**src/sasc_pkg.sv**
```systemverilog
// shared constants and types for the strand-aware interval set compare block
package sasc_pkg;

   // fixed width of every coordinate port and of the csr data
   localparam int FIELD_WIDTH = 40;

   // default internal coordinate width
   localparam int COORD_WIDTH_DEFAULT = 40;

   // control for one accumulate step
   typedef struct packed {
      logic take;          // stage 2 item moves on this cycle
      logic fin;           // item closes the comparison
      logic shared;        // taxon present in both seeds
      logic this_earlier;  // mapped start of this seed below the other
   } step_type;

endpackage

```
**src/sasc_fwd_map.sv**
```systemverilog
// maps one interval to forward-strand coordinates and sorts it
module sasc_fwd_map #(
   parameter int COORD_WIDTH = 40
) (
   input  logic [COORD_WIDTH-1:0] first,
   input  logic [COORD_WIDTH-1:0] last,
   input  logic [COORD_WIDTH-1:0] rev_start,
   output logic                   present,
   output logic [COORD_WIDTH-1:0] start,
   output logic [COORD_WIDTH-1:0] lo,
   output logic [COORD_WIDTH-1:0] hi
);

   logic                   is_rev;
   logic [COORD_WIDTH-1:0] map_first;
   logic [COORD_WIDTH-1:0] map_last;

   assign present = (first != '1) && (last >= first);

   // reverse-strand decision is taken on the start coordinate only
   assign is_rev    = (first >= rev_start);
   assign map_first = is_rev ? (rev_start + rev_start - first) : first;
   assign map_last  = is_rev ? (rev_start + rev_start - last)  : last;

   assign start = map_first;
   assign lo    = (map_first < map_last) ? map_first : map_last;
   assign hi    = (map_first < map_last) ? map_last  : map_first;

endmodule

```
**src/sasc_accum.sv**
```systemverilog
// overlap, order and gap accumulators plus the result register
module sasc_accum #(
   parameter int COORD_WIDTH = 40
) (
   input  logic                   clock,
   input  logic                   reset,
   input  sasc_pkg::step_type     step,
   input  logic [COORD_WIDTH-1:0] this_lo,
   input  logic [COORD_WIDTH-1:0] this_hi,
   input  logic [COORD_WIDTH-1:0] other_lo,
   input  logic [COORD_WIDTH-1:0] other_hi,
   input  logic                   rsp_stall,
   output logic                   out_free,
   output logic                   rsp_valid,
   output logic                   rsp_overlaps,
   output logic                   rsp_order_consistent,
   output logic [COORD_WIDTH-1:0] rsp_gap
);
   import sasc_pkg::*;

   logic                   order_known_ff, order_known_in;
   logic                   this_before_ff, this_before_in;
   logic                   overlap_ff, overlap_in;
   logic                   broken_ff, broken_in;
   logic [COORD_WIDTH-1:0] max_gap_ff, max_gap_in;

   logic                   rsp_valid_ff, rsp_valid_in;
   logic                   rsp_overlaps_ff;
   logic                   rsp_consistent_ff;
   logic [COORD_WIDTH-1:0] rsp_gap_ff;

   logic                   pair_overlap;
   logic [COORD_WIDTH-1:0] gap;
   logic                   upd_known, upd_before, upd_overlap, upd_broken;
   logic [COORD_WIDTH-1:0] upd_max;

   assign pair_overlap = (this_lo <= other_hi) && (other_lo <= this_hi);

   always_comb begin
      priority if (this_lo > other_hi) begin
         gap = this_lo - other_hi;
      end else if (other_lo > this_hi) begin
         gap = other_lo - this_hi;
      end else begin
         gap = '0;
      end
   end

   // state after this item, before any end-of-comparison clear
   always_comb begin
      upd_known   = order_known_ff;
      upd_before  = this_before_ff;
      upd_overlap = overlap_ff;
      upd_broken  = broken_ff;
      upd_max     = max_gap_ff;
      if (step.shared) begin
         if (pair_overlap) begin
            upd_overlap = 1'b1;
         end
         if (!order_known_ff) begin
            upd_known  = 1'b1;
            upd_before = step.this_earlier;
         end else if (step.this_earlier != this_before_ff) begin
            upd_broken = 1'b1;
         end
         if (gap > max_gap_ff) begin
            upd_max = gap;
         end
      end
   end

   always_comb begin
      order_known_in = order_known_ff;
      this_before_in = this_before_ff;
      overlap_in     = overlap_ff;
      broken_in      = broken_ff;
      max_gap_in     = max_gap_ff;
      if (step.take) begin
         if (step.fin) begin
            order_known_in = 1'b0;
            this_before_in = 1'b0;
            overlap_in     = 1'b0;
            broken_in      = 1'b0;
            max_gap_in     = '0;
         end else begin
            order_known_in = upd_known;
            this_before_in = upd_before;
            overlap_in     = upd_overlap;
            broken_in      = upd_broken;
            max_gap_in     = upd_max;
         end
      end
   end

   assign out_free     = !rsp_valid_ff || !rsp_stall;
   assign rsp_valid_in = (step.take && step.fin) || (rsp_valid_ff && rsp_stall);

   always_ff @(posedge clock) begin
      if (reset) begin
         order_known_ff <= 1'b0;
         this_before_ff <= 1'b0;
         overlap_ff     <= 1'b0;
         broken_ff      <= 1'b0;
         max_gap_ff     <= '0;
         rsp_valid_ff   <= 1'b0;
      end else begin
         order_known_ff <= order_known_in;
         this_before_ff <= this_before_in;
         overlap_ff     <= overlap_in;
         broken_ff      <= broken_in;
         max_gap_ff     <= max_gap_in;
         rsp_valid_ff   <= rsp_valid_in;
      end
   end

   always_ff @(posedge clock) begin
      if (step.take && step.fin) begin
         rsp_overlaps_ff   <= upd_overlap;
         rsp_consistent_ff <= !upd_broken;
         rsp_gap_ff        <= (upd_overlap || upd_broken) ? '1 : upd_max;
      end
   end

   assign rsp_valid            = rsp_valid_ff;
   assign rsp_overlaps         = rsp_overlaps_ff;
   assign rsp_order_consistent = rsp_consistent_ff;
   assign rsp_gap              = rsp_gap_ff;

   // a closing item always leaves a result behind
   a_fin_gives_rsp: assert property (@(posedge clock) disable iff (reset)
      step.take && step.fin |=> rsp_valid_ff)
      else $error("closing item produced no result");

   // a closing item starts the next comparison from clean state
   a_fin_clears: assert property (@(posedge clock) disable iff (reset)
      step.take && step.fin |=> !order_known_ff && !overlap_ff && !broken_ff
                                && (max_gap_ff == '0))
      else $error("accumulators not cleared after closing item");

   // a broken order needs a first order to have been recorded
   a_broken_known: assert property (@(posedge clock) disable iff (reset)
      broken_ff |-> order_known_ff)
      else $error("order broken without known order");

   // an unsaturated distance only comes with a clean verdict
   a_gap_sat: assert property (@(posedge clock) disable iff (reset)
      rsp_valid_ff && (rsp_gap_ff != '1) |-> !rsp_overlaps_ff && rsp_consistent_ff)
      else $error("distance not saturated on overlap or broken order");

endmodule

```
**src/strand_aware_interval_set_compare_top.sv**
```systemverilog
// top level of the strand-aware interval set compare block
//
//   channel  direction  handshake          payload
//   req      in         req_valid/stall    this/other first and last, final_taxon
//   rsp      out        rsp_valid/stall    overlaps, order_consistent, gap_distance
//   csr      in         csr_valid/ready    rev_comp_start
//
// one taxon is accepted every cycle while req_stall is low; a result is ready once its
// closing taxon has passed the input register, mapped register and result register
// synchronous reset clears all valid bits, the accumulators and rev_comp_start
// rsp_stall holds the result register; req_stall rises only when a closing
// taxon must wait for the result register to free up
// csr_ready is low while any taxon is still in the two pipeline stages
module strand_aware_interval_set_compare_top #(
   parameter int COORD_WIDTH = sasc_pkg::COORD_WIDTH_DEFAULT
) (
   input  logic                             clock,
   input  logic                             reset,
   // taxon input channel
   input  logic                             req_valid,
   output logic                             req_stall,
   input  logic [sasc_pkg::FIELD_WIDTH-1:0] req_this_first,
   input  logic [sasc_pkg::FIELD_WIDTH-1:0] req_this_last,
   input  logic [sasc_pkg::FIELD_WIDTH-1:0] req_other_first,
   input  logic [sasc_pkg::FIELD_WIDTH-1:0] req_other_last,
   input  logic                             req_final_taxon,
   // result channel
   output logic                             rsp_valid,
   input  logic                             rsp_stall,
   output logic                             rsp_overlaps,
   output logic                             rsp_order_consistent,
   output logic [sasc_pkg::FIELD_WIDTH-1:0] rsp_gap_distance,
   // configuration write channel
   input  logic                             csr_valid,
   output logic                             csr_ready,
   input  logic [sasc_pkg::FIELD_WIDTH-1:0] csr_rev_comp_start
);
   import sasc_pkg::*;

   // reverse-complement start, kept at coordinate width
   logic [COORD_WIDTH-1:0] rev_start_ff;

   // stage 1: raw input register
   logic                   s1_valid_ff, s1_valid_in;
   logic [COORD_WIDTH-1:0] s1_tf_ff, s1_tl_ff, s1_of_ff, s1_ol_ff;
   logic                   s1_fin_ff;

   // stage 2: forward-mapped intervals
   logic                   s2_valid_ff, s2_valid_in;
   logic                   s2_fin_ff, s2_shared_ff, s2_earlier_ff;
   logic [COORD_WIDTH-1:0] s2_tlo_ff, s2_thi_ff, s2_olo_ff, s2_ohi_ff;

   // mapping outputs
   logic                   t_present, o_present;
   logic [COORD_WIDTH-1:0] t_start, t_lo, t_hi;
   logic [COORD_WIDTH-1:0] o_start, o_lo, o_hi;

   logic                   req_take, s1_adv, s2_adv, out_free;
   step_type               step;
   logic [COORD_WIDTH-1:0] gap_w;

   // pipeline advance: only a closing taxon needs a free result register
   assign s2_adv    = s2_valid_ff && (!s2_fin_ff || out_free);
   assign s1_adv    = s1_valid_ff && (!s2_valid_ff || s2_adv);
   assign req_stall = s1_valid_ff && !s1_adv;
   assign req_take  = req_valid && !req_stall;

   assign s1_valid_in = req_take || (s1_valid_ff && !s1_adv);
   assign s2_valid_in = s1_adv || (s2_valid_ff && !s2_adv);

   // config only lands while nothing is in flight
   assign csr_ready = !s1_valid_ff && !s2_valid_ff;

   always_ff @(posedge clock) begin
      if (reset) begin
         s1_valid_ff  <= 1'b0;
         s2_valid_ff  <= 1'b0;
         rev_start_ff <= '0;
      end else begin
         s1_valid_ff <= s1_valid_in;
         s2_valid_ff <= s2_valid_in;
         if (csr_valid && csr_ready) begin
            rev_start_ff <= COORD_WIDTH'(csr_rev_comp_start);
         end
      end
   end

   // input register loads on every accepted transfer
   always_ff @(posedge clock) begin
      if (req_take) begin
         s1_tf_ff  <= COORD_WIDTH'(req_this_first);
         s1_tl_ff  <= COORD_WIDTH'(req_this_last);
         s1_of_ff  <= COORD_WIDTH'(req_other_first);
         s1_ol_ff  <= COORD_WIDTH'(req_other_last);
         s1_fin_ff <= req_final_taxon;
      end
   end

   sasc_fwd_map #(
      .COORD_WIDTH(COORD_WIDTH)
   ) u_map_this (
      .first     (s1_tf_ff),
      .last      (s1_tl_ff),
      .rev_start (rev_start_ff),
      .present   (t_present),
      .start     (t_start),
      .lo        (t_lo),
      .hi        (t_hi)
   );

   sasc_fwd_map #(
      .COORD_WIDTH(COORD_WIDTH)
   ) u_map_other (
      .first     (s1_of_ff),
      .last      (s1_ol_ff),
      .rev_start (rev_start_ff),
      .present   (o_present),
      .start     (o_start),
      .lo        (o_lo),
      .hi        (o_hi)
   );

   // mapped register: sorted intervals plus the start order of this taxon
   always_ff @(posedge clock) begin
      if (s1_adv) begin
         s2_fin_ff     <= s1_fin_ff;
         s2_shared_ff  <= t_present && o_present;
         s2_earlier_ff <= (t_start < o_start);
         s2_tlo_ff     <= t_lo;
         s2_thi_ff     <= t_hi;
         s2_olo_ff     <= o_lo;
         s2_ohi_ff     <= o_hi;
      end
   end

   assign step.take         = s2_adv;
   assign step.fin          = s2_fin_ff;
   assign step.shared       = s2_shared_ff;
   assign step.this_earlier = s2_earlier_ff;

   sasc_accum #(
      .COORD_WIDTH(COORD_WIDTH)
   ) u_accum (
      .clock                (clock),
      .reset                (reset),
      .step                 (step),
      .this_lo              (s2_tlo_ff),
      .this_hi              (s2_thi_ff),
      .other_lo             (s2_olo_ff),
      .other_hi             (s2_ohi_ff),
      .rsp_stall            (rsp_stall),
      .out_free             (out_free),
      .rsp_valid            (rsp_valid),
      .rsp_overlaps         (rsp_overlaps),
      .rsp_order_consistent (rsp_order_consistent),
      .rsp_gap              (gap_w)
   );

   // saturated all-ones at coordinate width, then fitted to the port
   assign rsp_gap_distance = FIELD_WIDTH'(gap_w);

endmodule
```
**config.mk**
```make
export PLATFORM = sky130hd
export DESIGN_NAME = strand_aware_interval_set_compare_top
export DESIGN_NICKNAME = d
export VERILOG_FILES = /design/src/sasc_pkg.sv /design/src/sasc_fwd_map.sv /design/src/sasc_accum.sv /design/src/strand_aware_interval_set_compare_top.sv
export SDC_FILE = /design/constraint.sdc
export NUM_CORES = 2
export LEC_CHECK = 0
export BUFFER_PORTS_ARGS = -buffer_cell sky130_fd_sc_hd__clkbuf_2
export CELL_PAD_IN_SITES_DETAIL_PLACEMENT = 1
export CELL_PAD_IN_SITES_GLOBAL_PLACEMENT = 1
export CORE_ASPECT_RATIO = 2
export CORE_MARGIN = 2
export CORE_UTILIZATION = 49
export CTS_BUF_LIST = sky130_fd_sc_hd__clkbuf_8
export CTS_CLUSTER_DIAMETER = 150
export DETAILED_ROUTE_END_ITERATION = 8
export GPL_ROUTABILITY_DRIVEN = 0
export HOLD_SLACK_MARGIN = 0.08
export PLACE_DENSITY_LB_ADDON = 0.12
export REMOVE_ABC_BUFFERS = 1
export SKIP_LAST_GASP = 1
export SYNTH_ARGS = -nofsm -noshare
export SYNTH_HDL_FRONTEND = slang
export SYNTH_HIERARCHICAL = 1
export SYNTH_SLANG_ARGS = --single-unit
```
**constraint.sdc**
```tcl
create_clock -name clock -period 13.1 [get_ports clock]
set_clock_uncertainty 0.05 [all_clocks]
set_input_delay 1.31 -clock clock [delete_from_list [all_inputs] [get_ports clock]]
set_output_delay 1.31 -clock clock [all_outputs]
set_load 0.005 [all_outputs]
```
* Yosys cells after proc, flatten, opt, wreduce, memory -nomap -nowiden
Index checks and enable logic that the tools add are counted.
** Operators by class
- $add $sub $neg :: 7
- Magnitude comparators :: 12
- Eq/ne operators :: 4
- Multiplexer cells :: 25
- Reductions and logical operators :: 32
** Operator list (count)
- 40-bit two-way mux :: 13
- 40-bit subtractor :: 6
- 40-bit >= comparator :: 4
- 40-bit greater-than comparator :: 3
- 40-bit < comparator :: 3
- 40-bit less-or-equal comparator :: 2
- 40-bit != test, second input constant :: 2
- 40-bit adder :: 1
- 1-bit logical AND :: 13
- 1-bit two-way mux :: 12
- 1-bit logical NOT :: 9
- 1-bit logical OR :: 7
- 3-bit AND reduction :: 1
- 2-bit != test, second input constant :: 1
- 2-bit AND reduction :: 1
- 2-bit nonzero test :: 1
- 1-bit != test :: 1
** Storage, ports and cells
- Bits in registers :: 453
- Output and inout bits :: 45

* Logic depth before layout (Yosys ltp)
- Depth after elaboration :: 11
- Mapped depth :: 27
- Mapped depth without buffers :: 23

* Hierarchy
Netlist, hierarchy kept.
** Modules (own cells, without submodules)
- strand_aware_interval_set_compare_top :: times used 1, cells each 651, area each 12167.9 um^2, sequential area each 10570.1 um^2
- sasc_accum :: times used 1, cells each 1315, area each 9992.1 um^2, sequential area each 2162.1 um^2
- sasc_fwd_map at u_map_other :: times used 1, cells each 1385, area each 9509.1 um^2, sequential area each 0.0 um^2
- sasc_fwd_map at u_map_this :: times used 1, cells each 1362, area each 9202.6 um^2, sequential area each 0.0 um^2

* Least setup slack after synthesis
No wires, ideal clock.
- Kind :: input to register
- Start :: input port rsp_stall
- End :: register s1_fin_ff, enable pin
- Library setup time :: 703 ps
- Arrival time :: 8878 ps
- Path slack :: 3469 ps
- Stages on the path :: 5
- Path buffers :: 0
- Cell sequence :: nand2_1 -> inv_1 -> and3_1 -> and2_1 -> nor2b_1
** On the way
- Longest elaborated chain between the ends :: 10
** RTL lines
- start: declaration :: RTL line strand_aware_interval_set_compare_top.sv:29 : input logic rsp_stall,
- 1-bit logical NOT :: RTL line sasc_accum.sv:95 : assign out_free = !rsp_valid_ff || !rsp_stall;
- 1-bit logical OR :: RTL line sasc_accum.sv:95
- 1-bit logical OR :: RTL line strand_aware_interval_set_compare_top.sv:63 : assign s2_adv = s2_valid_ff && (!s2_fin_ff || out_free);
- 1-bit logical AND :: RTL line strand_aware_interval_set_compare_top.sv:63
- 1-bit logical OR :: RTL line strand_aware_interval_set_compare_top.sv:64 : assign s1_adv = s1_valid_ff && (!s2_valid_ff || s2_adv);
- 1-bit logical AND :: RTL line strand_aware_interval_set_compare_top.sv:64
- 1-bit logical NOT :: RTL line strand_aware_interval_set_compare_top.sv:65 : assign req_stall = s1_valid_ff && !s1_adv;
- 1-bit logical AND :: RTL line strand_aware_interval_set_compare_top.sv:65
- net req_stall :: RTL line strand_aware_interval_set_compare_top.sv:21 : output logic req_stall,
- 1-bit logical NOT :: RTL line strand_aware_interval_set_compare_top.sv:66 : assign req_take = req_valid && !req_stall;
- 1-bit logical AND :: RTL line strand_aware_interval_set_compare_top.sv:66
- net req_take :: RTL line strand_aware_interval_set_compare_top.sv:58 : logic req_take, s1_adv, s2_adv, out_free;
- end signal: assignment :: RTL line strand_aware_interval_set_compare_top.sv:95 : s1_fin_ff <= req_final_taxon;
- end: declaration :: RTL line strand_aware_interval_set_compare_top.sv:46 : logic s1_fin_ff;
The timed path passes the listed nets, and every way through them passes these cells.
A chain may end at the register's enable or synchronous reset.

* Final worst setup path
- Start :: register s1_tf_ff[0]
- End :: register s2_tlo_ff[34] (data pin)
** On the way
- Longest elaborated chain between the ends :: 4
- Elaborated cells between the ends (all ways) :: 6
** RTL lines
- start: declaration :: RTL line strand_aware_interval_set_compare_top.sv:45 : logic [COORD_WIDTH-1:0] s1_tf_ff, s1_tl_ff, s1_of_ff, s1_ol_ff;
- start signal: assignment :: RTL line strand_aware_interval_set_compare_top.sv:91 : s1_tf_ff <= COORD_WIDTH'(req_this_first);
- 40-bit subtractor or 40-bit >= comparator (tied branches) :: RTL line sasc_fwd_map.sv:22, sasc_fwd_map.sv:21
- 40-bit two-way mux (*) :: RTL line sasc_fwd_map.sv:22 : assign map_first = is_rev ? (rev_start + rev_start - first) : first;
- net t_start[3] :: RTL line strand_aware_interval_set_compare_top.sv:55 : logic [COORD_WIDTH-1:0] t_start, t_lo, t_hi;
- 40-bit < comparator (*) :: RTL line sasc_fwd_map.sv:26 : assign lo = (map_first < map_last) ? map_first : map_last;
- 40-bit two-way mux (*) :: RTL line sasc_fwd_map.sv:26
- net t_lo[34] :: RTL line strand_aware_interval_set_compare_top.sv:55
- end signal: assignment :: RTL line strand_aware_interval_set_compare_top.sv:129 : s2_tlo_ff <= t_lo;
- end: declaration :: RTL line strand_aware_interval_set_compare_top.sv:51 : logic [COORD_WIDTH-1:0] s2_tlo_ff, s2_thi_ff, s2_olo_ff, s2_ohi_ff;
The timed path passes the listed nets; every way through them passes the cells marked *.

==> reports/metrics.yaml <==
floorplanning:
  rows: 149
  initial_utilization_pct: 49.49
  coreArea_um2: 82590
  dieArea_um2: 85880
  dieWidth_um: 208.2
  fp.dieH_um: 412.4
  ios: 251
synth:
  synth_flop_cell: "edfxtp_1"
  synth-async-reset-ratio_pct: 0
  syn_inst: 4713
  synth_top_cell_area_share_pct: 26.89
  synth.most_common_cell: "ha_1"
  synth_area_leaders: "edfxtp_1, ha_1, a21oi_1"
  yosysTopAreaCell: "edfxtp_1"
  yosys_warnings: 6
  synth-edff-count: 366
  syn_avg_cell_area_um2: 8.672
  synthesis.area_um2: 40870
  ys_ff_latch: 453
  synth_cell_types: 122
  ys_seq_area_share_pct: 31.15
  synth_commonest_cells: "ha_1, inv_1, nand2_1"
power:
  p_total_w: 0.007276
  irDropWorstVdd_v: 0.0001002
  power_frac_comb_pct: 55.3
  intPower_w: 0.003898
  p_sw_w: 0.003378
  cellPowerDensity_nw_per_um2: 163.8
  swShare_pct: 46.43
  seqPwrFrac_pct: 26.9
  clock_power_share_pct: 17.9
  p_leak_nw: 20.15
grt:
  overflow: 0
  antenna_found_initial: 3
  grt_pass1_wl_um: 233600
  track_usage_pct: 36.33
  grt_pass1_vias: 40020
  grt_max_degree: 164
cts:
  cts_resized: 0
  clk_path_buf_depth: 3
  clock-sinks: 453
  clock_latency_ns: 0.81
  cts_tree: "yes"
  cts_inserted_buffers: 73
  worst_setup_hold_path_clk_slew_ns: 0.06
  htree_num_levels: 3
  postCtsSetupBuffers: 0
  holdBufCountCts: 0
  root_buffer: "clkbuf_8"
sta:
  slew_violations: 0
  min_period_ns: 8.510
  rsz0062_at_grt: "false"
  final-hold-violation-count: 0
  slew_headroom_pct: 12.57
  fmax_mhz: 117.5
  timing.final.crit_share_pct: 64.96
  setup_viol: 0
  worst_pin_slew_ns: 1.301
  setup_tns_ns: 0
placement:
  io_buffer_count: 250
  dp_hpwl_um: 130600
  dp.cells: 5894
routing:
  ant_nets: 0
  drc: 0
  totalWireLength_um: 158800
  routedWlPerCell_um: 26.33
  vias: 38060
  via_per_inst: 6.308
  firstDrtPassIters: 5
  drt_iter0_markers: 2264
cells_and_area:
  final_cell_count_no_fill: 6033
  nets: 5675
  multi_input_area_um2: 25420
  drive_above_1_share_pct: 9.893
  final-seq-area_um2: 12730
  areaGrowthSynthToFinish_pct: 8.703
  fillCellCount: 10020
worst_setup_path:
  crit_slowest_cell: "o21ai_0"
  critPathArrivalTime_ns: 9.00
  path_cells: "inv_1 > ha_1 > nor2b_1 > o21ai_0 > a31oi_1 > o21ai_0 > a21oi_1 > nand2_4 > buf_4 > mux2i_1 > inv_1 > ha_1 > a211oi_1 > nor2_1 > or4_1 > a21oi_1 > o21ai_0 > buf_4 > nand4_1 > nand3_4 > buf_4 > inv_2 > buf_4 > mux2_2"
  cpMostUsedCell: "buf_4"
  crit_buf_inv: 7
  start_kind: "flop"
  required_ns: 13.59
  cp_top_family: "buffers and inverters"
  cp_max_fo: 63
  path_class: "flop to flop"
  max_stage_delay_ns: 0.74
  critPathCaptureType: "flop"
flow_run:
  max_cap_viol_count: 0
outcome:
  status: "completed"
hold_path:
  hold_path_class: "flop to flop"
[logic make-up (layout without fill, tap and decap cells)]
family,count (synthesis),in the layout,synth area share (%)
mux,174,174,4.326
other cells,0,3,0
buf+inv,685,945,6.851
flops,453,453,31.15
simple gates,1291,1291,15.02
xor+xnor,201,201,4.326
fa+ha+maj,557,557,17.16
compound gates,1352,1352,21.17
[stage by stage]
stage                     utilization, %  hold slack [ns]  worst slack [ns]  instance area [um^2]
final                              53.80           0.3827             4.590                 44430
after global placement             52.02           0.3767             4.662                 42970
after global routing               53.79           0.3986             4.255                 44430
after floorplan                        -           0.3503             1.462                 40050
after CTS                          53.79           0.3851             4.553                 44420
after detailed placement           52.02           0.3700             4.530                 42970
[per-layer routing]
metal	share of wire, %	routed length (um)	track usage, %	up-vias
met4	10	16030	32.60	0
met2	50	79660	65.89	1306
met1	36	56400	36.23	18660
met5	0	0	0	-
li1	-	-	-	17520
met3	4.2	6739	4.630	565
[layout make-up]
cell class | instances | share of cell area [%]
multi-input combinational | 3575 | 57.21
sequential | 453 | 28.66
inverter | 527 | 4.452
timing repair buffer | 282 | 3.413
tap | 1057 | 2.977
clock buffer | 77 | 2.385
clock inverter | 59 | 0.8927
antenna | 3 | 0.01690
[power groups by stage]
stage | logic [W] | clock network (W) | registers [W]
floorplan | 0.00269 | 0 | 0.00192
global placement | 0.00379 | 0 | 0.00197
detailed placement | 0.00391 | 0 | 0.00198
CTS | 0.00393 | 0.00133 | 0.00195
global route | 0.00434 | 0.00138 | 0.00197
finish | 0.00402 | 0.00130 | 0.00196
[final timing paths]
check,endpoint,cells after the start,slack (ns),from
worst min register to register,s2_fin_ff,0,0.38,s1_fin_ff
worst max register to register,s2_tlo_ff[34],24,4.59,s1_tf_ff[0]
worst max-delay path,s2_tlo_ff[34],24,4.59,s1_tf_ff[0]
worst min-delay path,s2_fin_ff,0,0.38,s1_fin_ff
[cells in the final DEF (no fill, tap or decap), types with 11 or more instances in the layout]
| cell | netlist | routed |
|---|---|---|
| o221ai_1 | 11 | 11 |
| nor2_1 | 297 | 296 |
| a31o_2 | 16 | 16 |
| a22oi_1 | 11 | 11 |
| a31oi_1 | 61 | 61 |
| nor3_1 | 51 | 51 |
| o21ai_0 | 272 | 272 |
| mux2_2 | 19 | 19 |
| clkinv_1 | 1 | 11 |
| a22o_1 | 19 | 19 |
| buf_4 | 11 | 30 |
| o21ai_1 | 48 | 48 |
| inv_1 | 524 | 544 |
| nand3_1 | 81 | 80 |
| dfxtp_1 | 87 | 87 |
| xor2_1 | 84 | 84 |
| nor4_1 | 23 | 23 |
| a21oi_1 | 439 | 438 |
| and3_1 | 33 | 33 |
| a211o_1 | 16 | 16 |
| clkbuf_2 | 1 | 250 |
| or3_1 | 23 | 23 |
| o31ai_1 | 20 | 20 |
| clkinv_2 | 0 | 11 |
| a211oi_1 | 41 | 41 |
| mux2i_1 | 153 | 153 |
| xnor2_1 | 116 | 116 |
| a21o_1 | 126 | 125 |
| nand2_1 | 472 | 471 |
| o211ai_1 | 37 | 37 |
| nand2b_1 | 57 | 57 |
| edfxtp_1 | 366 | 366 |
| a221oi_1 | 13 | 13 |
| and2_1 | 31 | 30 |
| o21bai_1 | 23 | 23 |
| nand4_1 | 124 | 124 |
| ha_1 | 551 | 551 |
| clkbuf_8 | 5 | 77 |
| nor2b_1 | 38 | 36 |
| o21a_1 | 42 | 42 |
No activity file was read; power rests on OpenSTA's default activity.
